[config.mk]
export PLATFORM = sky130hd
export DESIGN_NAME = cnsnr_isqrt
export DESIGN_NICKNAME = d
export VERILOG_FILES = /design/src/design/cnsnr_pkg.sv /design/src/design/cnsnr_isqrt.sv
export SDC_FILE = /design/constraint.sdc
export NUM_CORES = 1
export LEC_CHECK = 0
export BUFFER_PORTS_ARGS = -buffer_cell sky130_fd_sc_hd__buf_2
export CORE_UTILIZATION = 60
export DETAILED_ROUTE_END_ITERATION = 10
export PLACE_DENSITY = 0.85
export SLEW_MARGIN = 20
export SYNTH_ARGS = -nofsm -noshare
export SYNTH_HDL_FRONTEND = slang
export SYNTH_SLANG_ARGS = --single-unit
[constraint.sdc]
create_clock -name clk -period 9.7 [get_ports clk]
set_clock_uncertainty 0.2 [all_clocks]
set_input_delay 1.94 -clock clk [delete_from_list [all_inputs] [get_ports clk]]
set_output_delay 1.94 -clock clk [all_outputs]
set_load 0.05 [all_outputs]
[src/design/cnsnr_pkg.sv]
// ----------------------------------------------------------------------------
// cnsnr_pkg
// Shared types and fixed-point constants for the carrier-to-noise to
// signal-to-noise converter.
// ----------------------------------------------------------------------------
package cnsnr_pkg;

    // Raw count, offset-corrected difference and integer square root.
    typedef logic [15:0] count_t;
    typedef logic [15:0] root_t;

    // Count offset that is removed before the square root.
    localparam count_t CN_OFFSET = 16'd3000;

    // Polynomial coefficients. Each one fits in 31 unsigned bits.
    localparam logic [31:0] K_Y0 = 32'((64'd58857 << 23) / 64'd1000);
    localparam logic [30:0] K_C1 = 31'((64'd89565 << 24) / 64'd1000);
    localparam logic [30:0] K_C2 = 31'((64'd88977 << 24) / 64'd1000);
    localparam logic [30:0] K_C3 = 31'((64'd50259 << 25) / 64'd1000);
    localparam logic [30:0] K_C4 = 31'((64'd14341 << 27) / 64'd1000);
    localparam logic [30:0] K_C5 = 31'((64'd16346 << 30) / 64'd10000);

endpackage

[src/design/cnsnr_isqrt.sv]
// ----------------------------------------------------------------------------
// cnsnr_isqrt
// Pipelined floor square root of (d << 16), two root bits per stage.
// ----------------------------------------------------------------------------
module cnsnr_isqrt
    import cnsnr_pkg::*;
(
    input  logic   clk,
    input  logic   rst_n,
    input  logic   d_valid,
    output logic   d_ready,
    input  count_t d,
    output logic   root_valid,
    input  logic   root_ready,
    output root_t  root
);

    localparam int RootW   = 16;
    localparam int BitsPer = 2;
    localparam int NSTG    = RootW / BitsPer;
    localparam int RemW    = RootW + 2;

    typedef struct packed {
        logic [RemW-1:0]  rem;
        logic [RootW-1:0] root;
    } sq_t;

    // One restoring step: bring down two radicand bits and try root*4+1.
    function automatic sq_t sqrt_step(input logic [RemW-1:0] rem,
                                      input logic [RootW-1:0] rt,
                                      input logic [1:0] pair);
        logic [RemW+1:0] cur;
        logic [RemW+1:0] trial;
        sq_t             r;
        cur   = {rem, pair};
        trial = {2'b00, rt, 2'b01};
        if (cur >= trial)
        begin
            r.rem  = RemW'(cur - trial);
            r.root = {rt[RootW-2:0], 1'b1};
        end
        else
        begin
            r.rem  = cur[RemW-1:0];
            r.root = {rt[RootW-2:0], 1'b0};
        end
        return r;
    endfunction

    logic [NSTG-1:0]  vld_reg;
    logic [NSTG-1:0]  vld_in;
    logic [NSTG-1:0]  rdy;
    logic [RemW-1:0]  rem_reg  [NSTG];
    logic [RootW-1:0] root_reg [NSTG];
    logic [31:0]      rad_reg  [NSTG];

    assign vld_in = {vld_reg[NSTG-2:0], d_valid};

    // A stage can take a new transfer when it is empty or its successor moves.
    always_comb
    begin
        rdy[NSTG-1] = !vld_reg[NSTG-1] || root_ready;
        for (int k = NSTG - 2; k >= 0; k--)
        begin
            rdy[k] = !vld_reg[k] || rdy[k+1];
        end
    end

    always_ff @(posedge clk or negedge rst_n)
    begin
        if (!rst_n)
        begin
            vld_reg <= '0;
        end
        else
        begin
            for (int k = 0; k < NSTG; k++)
            begin
                if (rdy[k])
                begin
                    vld_reg[k] <= vld_in[k];
                end
            end
        end
    end

    for (genvar k = 0; k < NSTG; k++)
    begin : g_stage
        logic [RemW-1:0]  rem_in;
        logic [RootW-1:0] root_in;
        logic [31:0]      rad_in;
        sq_t              half_next;
        sq_t              step_next;

        if (k == 0)
        begin : g_first
            assign rem_in  = '0;
            assign root_in = '0;
            assign rad_in  = {d, 16'b0};
        end
        else
        begin : g_rest
            assign rem_in  = rem_reg[k-1];
            assign root_in = root_reg[k-1];
            assign rad_in  = rad_reg[k-1];
        end

        assign half_next = sqrt_step(rem_in, root_in, rad_in[31:30]);
        assign step_next = sqrt_step(half_next.rem, half_next.root, rad_in[29:28]);

        always_ff @(posedge clk)
        begin
            if (rdy[k])
            begin
                rem_reg[k]  <= step_next.rem;
                root_reg[k] <= step_next.root;
                rad_reg[k]  <= {rad_in[27:0], 4'b0};
            end
        end
    end

    assign d_ready    = rdy[0];
    assign root_valid = vld_reg[NSTG-1];
    assign root       = root_reg[NSTG-1];

endmodule

## Word-level counts from Yosys, hierarchy flattened

Memory sizes are Yosys's and may differ from the RTL's.
Index checks and enable logic that the tools add are counted.

- Output and inout bits: 18
- Memories: 3
- Input port bits: 20
- Bits in registers: 8
- RAM bits: 496
- Word-level logic and storage cells: 91

Memory list:

| name | words | bits a word | read ports | clocked after memory_dff | write ports | RTL line | text |
|---|---|---|---|---|---|---|---|
| rad_reg | 8 | 28 | 7 | 0 | 8 | cnsnr_isqrt.sv:55 | `logic [31:0] rad_reg [NSTG];` |
| rem_reg | 8 | 18 | 7 | 0 | 8 | cnsnr_isqrt.sv:53 | `logic [RemW-1:0] rem_reg [NSTG];` |
| root_reg | 8 | 16 | 8 | 0 | 8 | cnsnr_isqrt.sv:54 | `logic [RootW-1:0] root_reg [NSTG];` |

- $add $sub $neg: 16
- Reductions and logical operators: 16
- $lt $le $gt $ge: 16
- Muxes and demuxes: 32

Operator list:

| cell | number |
|---|---|
| 34-bit 2-to-1 mux | 16 |
| 20-bit by 18-bit >= comparator with 1-bit output | 15 |
| 18-bit subtractor | 15 |
| 1-bit 2-to-1 mux | 16 |
| 1-bit logical NOT | 8 |
| 1-bit logical OR | 8 |
| 2-bit by 1-bit subtractor with 3-bit output (second input constant) | 1 |
| 2-bit by 1-bit >= comparator with 1-bit output (second input constant) | 1 |

## Depth between registers and ports, before layout

- Depth after elaboration: 11
- Depth in mapped cells: 24
- Depth with buffers taken out: 22

## Worst setup path before layout

No wires, ideal clock.

- Path kind: input-to-output
- From: input port root_ready
- To: output port d_ready
- Path slack: 2.278 ns
- Path buffers: 0
- Stages: 6
- Arrival: 5.282 ns
- Required time: 7.560 ns
- Cells stage by stage: nor2b_1 -> nand3_1 -> nor2_1 -> nand3_1 -> inv_1 -> nand3_1

- Cells in the longest elaborated chain, start to end: 8

Ends and longest elaborated chain:

| item | RTL line | text |
|---|---|---|
| from (decl) | cnsnr_isqrt.sv:14 | `input logic root_ready,` |
| 1-bit logical OR | cnsnr_isqrt.sv:62 | `rdy[NSTG-1] = !vld_reg[NSTG-1] \|\| root_ready;` |
| 1-bit logical OR (2 in series) | cnsnr_isqrt.sv:65 | `rdy[k] = !vld_reg[k] \|\| rdy[k+1];` |
| via rdy[5] | cnsnr_isqrt.sv:52 | `logic [NSTG-1:0] rdy;` |
| 1-bit logical OR (3 in series) | cnsnr_isqrt.sv:65 |  |
| via rdy[2] | cnsnr_isqrt.sv:52 |  |
| 1-bit logical OR (2 in series) | cnsnr_isqrt.sv:65 |  |
| to (decl) | cnsnr_isqrt.sv:11 | `output logic d_ready,` |

The timed path passes the listed nets, and every way through them passes these cells.

==> flow_summary.toml <==
[setup_path]
critical-path-max-stage-delay_ns = 0.57
critPathLaunch = "rem_reg[4][1]"
slowest_stage = "and3_1"
worst-endpoint-arrival_ns = 6.54
critical_path.cell_chain = "inv_1 -> ha_1 -> inv_1 -> fa_1 -> nand2b_1 -> a21oi_1 -> o21ai_0 -> and3_1 -> inv_1 -> nor2_1 -> a21oi_1 -> ha_1 -> nand3_1 -> o211ai_1 -> nor4_1 -> o41ai_1 -> nand2_1 -> or4_1 -> nand4_1 -> buf_4 -> inv_1 -> a32o_1"
critical_path.reg2reg.startpoint = "rem_reg[4][1]"
path_max_fanout = 22
worst_setup_path_start_kind = "register"
timing_worst_setup_path_type = "register to register"
crit_path_frequent_cell = "inv_1"
crit_path_end_kind = "register"
timing.critical_path.required_ns = 9.76

[route]
detailroute.via_count = 11893
ant_nets = 0
drt_first_pass_iters = 5
routedWlPerCell_um = 17.06
vias_per_cell = 6.115
drt_iter0_markers = 946
route.final.wire_length_um = 33190
post-route-drc-count = 0

[cells_and_area]
finish.net_count = 1753
largest_register_ffs = 118
layout-drive-gt1-share_pct = 9.969
filler_cell_count = 1852
postLayoutCellArea_um2 = 16950
flow.area_growth_from_synthesis_pct = 9.076
multi_input_comb_area_um2 = 8414
seq_area_um2 = 6536
count_of_non_filler_cells_in_the_finished_layout = 1945
n_antenna_cell = 0

[floorplanning]
effective_utilization_at_floorplan_pct = 61.35
design.portCount = 38
fp.dieArea_um2 = 26540
fp.dieW_um = 162.9
rows = 58
placeableCoreArea_um2 = 25330
floorplan_die_height_um = 162.9

[grt]
grt_first_pass_wirelength_um = 55720
antenna_found_initial = 0
grt_max_degree = 33
grtUsageTotal_pct = 25.79
vias_in_the_first_global_route = 11647
globalRouteOverflowTotal = 0

[place]
port_buffers = 37
post-place-ws_ns = 3.405
post-place-cells = 1900
dp_hpwl_um = 24970
gpl.final_weighted_congestion = 0.9079
placed_area_um2 = 16060

[cts]
cts_made_buffers = 25
postCtsSetupRepairBufs = 0
clock_sinks = 219
clk_pin_slew_ns = 0.06
cts_max_level = 1
ctsHoldBuffers = 0
clkLatencyLatePin_ns = 0.53
cts_tree = "built"
post_cts.resized_instances = 0
cts-root-to-sink-buffers = 3
master_cell_of_the_clock_root_buffer = "clkbuf_16"

[hold_path]
timing.hold.worst.class = "register to register"
timing.hold.worst.start = "rad_reg[1][21]"

[timing]
final-hold-violation-count = 0
timing.max_slew.rel_slack_pct = 32.92
timing.final.crit_share_pct = 66.80
finalCriticalPeriod_ns = 6.480
clock.fmax_mhz = 154.3
timing.final.ws_setup_ns = 3.220
pin_slew_with_the_least_headroom_to_its_limit_ns = 1.004
final.setup.tns_ns = 0
setup_viol = 0
grt_setup_unrepaired = "no"
pins_over_slew_limit = 0
finalHoldWorstSlack_ns = 0.2179

[synthesis]
synthArstFlopShare_pct = 3.653
synth_most_common_cell = "edfxtp_1"
synthesis.yosys.warnings = 0
postSynthAreaPerCell_um2 = 9.992
netlist_instances = 1555
synth_common_cells = "edfxtp_1, nor2_1, ha_1, inv_1, a21oi_1"
post_synth_instance_area_um2 = 15540
total_of_flip_flops_plus_latches_after_synthesis = 219
ys_dominant_reg_cell = "edfxtp_1"
synthDistinctLibCells = 86
synth_top_cells_by_area = "edfxtp_1, ha_1, xnor2_1"
yosysTopAreaCell = "edfxtp_1"
synth_enable_flop_cells = 211
seq_area_frac_synth_pct = 42.07
netlist.area_leader.share_pct = 40.78

[run]
drv_cap = 0

[pwr]
power.density_nw_per_um2 = 265.5
max-vdd-ir-drop_mv = 0.1876
leakage_power_figure_nw = 7.039

[run_status]
run_status = "finished clean"
metal layers:
metal	GRT usage, %	vias up	routed length [um]
met5	0.3788	-	0
met4	9.558	0	1173
met3	3.132	89	1416
met2	46.11	322	16630
met1	31.75	5625	13970
li1	-	5857	-
layout make-up:
cell class | instances | area share [%]
repair buffers | 46 | 1.491
clock inverters | 17 | 1.484
multi-input cells | 1187 | 49.65
flip-flops and latches | 219 | 38.57
inverters | 118 | 2.614
clock buffers | 28 | 3.758
well taps | 330 | 2.436
report_power, final:
part           internal [mW]  switching, mW
logic                  0.820           1.08
clock network          0.633          0.379
registers               1.39          0.196
total                   2.84           1.66
placed cells by master, fill, tap and decap left out, types with 14 or more instances in the layout:
| cell | instances |
|---|---|
| nor2_1 | 133 |
| xnor2_1 | 78 |
| clkbuf_16 | 25 |
| buf_2 | 37 |
| nand4_1 | 14 |
| or3_1 | 17 |
| xor2_1 | 48 |
| inv_1 | 117 |
| nand2_1 | 86 |
| o21a_1 | 27 |
| nor4_1 | 25 |
| a21o_1 | 31 |
| o21ai_0 | 68 |
| mux2_2 | 29 |
| a21oi_1 | 107 |
| nand3_1 | 40 |
| and3_1 | 15 |
| ha_1 | 130 |
| nor3_1 | 53 |
| nor2b_1 | 19 |
| a211oi_1 | 18 |
| nand2b_1 | 33 |
| or2_2 | 21 |
| edfxtp_1 | 211 |
final timing paths:
| check | to | slack (ns) | cells past startpoint |
|---|---|---|---|
| hold reg to reg | rad_reg[2][25] | 0.22 | 0 |
| min in group asynchronous | vld_reg[4] | 1.04 | 1 |
| hold / removal | rad_reg[2][25] | 0.22 | 0 |
| max in group asynchronous | vld_reg[3] | 8.08 | 1 |
| setup reg to reg | rem_reg[5][12] | 3.22 | 22 |
| setup / recovery | rem_reg[5][12] | 3.22 | 22 |
through the flow:
stage	util [%]	power, mW
5_1_grt	66.92	4.794
6_report	66.92	4.499
3_3_place_gp	63.41	3.392
2_1_floorplan	-	3.042
4_1_cts	66.92	4.498
3_5_place_dp	63.41	3.464
critical path: cells and delay by family (launching register included):
family / cells / cell delay, ns
buf+inv: 5 / 0.98
fa+ha+maj: 3 / 0.88
flops: 1 / 0.41
simple gates: 8 / 1.94
compound gates: 6 / 1.75
logic make-up (layout without fill, tap and decap cells):
logic type,Yosys count,count (layout),share of synthesized area (%)
adder cells (fa/ha/maj),136,136,11.24
AO/OA/AOI/OAI,375,375,15.86
other,1,2,0.02414
buffers and inverters,150,209,3.841
flip-flops,219,219,42.07
multiplexers,41,41,2.971
XOR/XNOR,126,126,7.103
AND/OR/NAND/NOR,507,507,16.89
No activity file was read; power rests on OpenSTA's default activity.
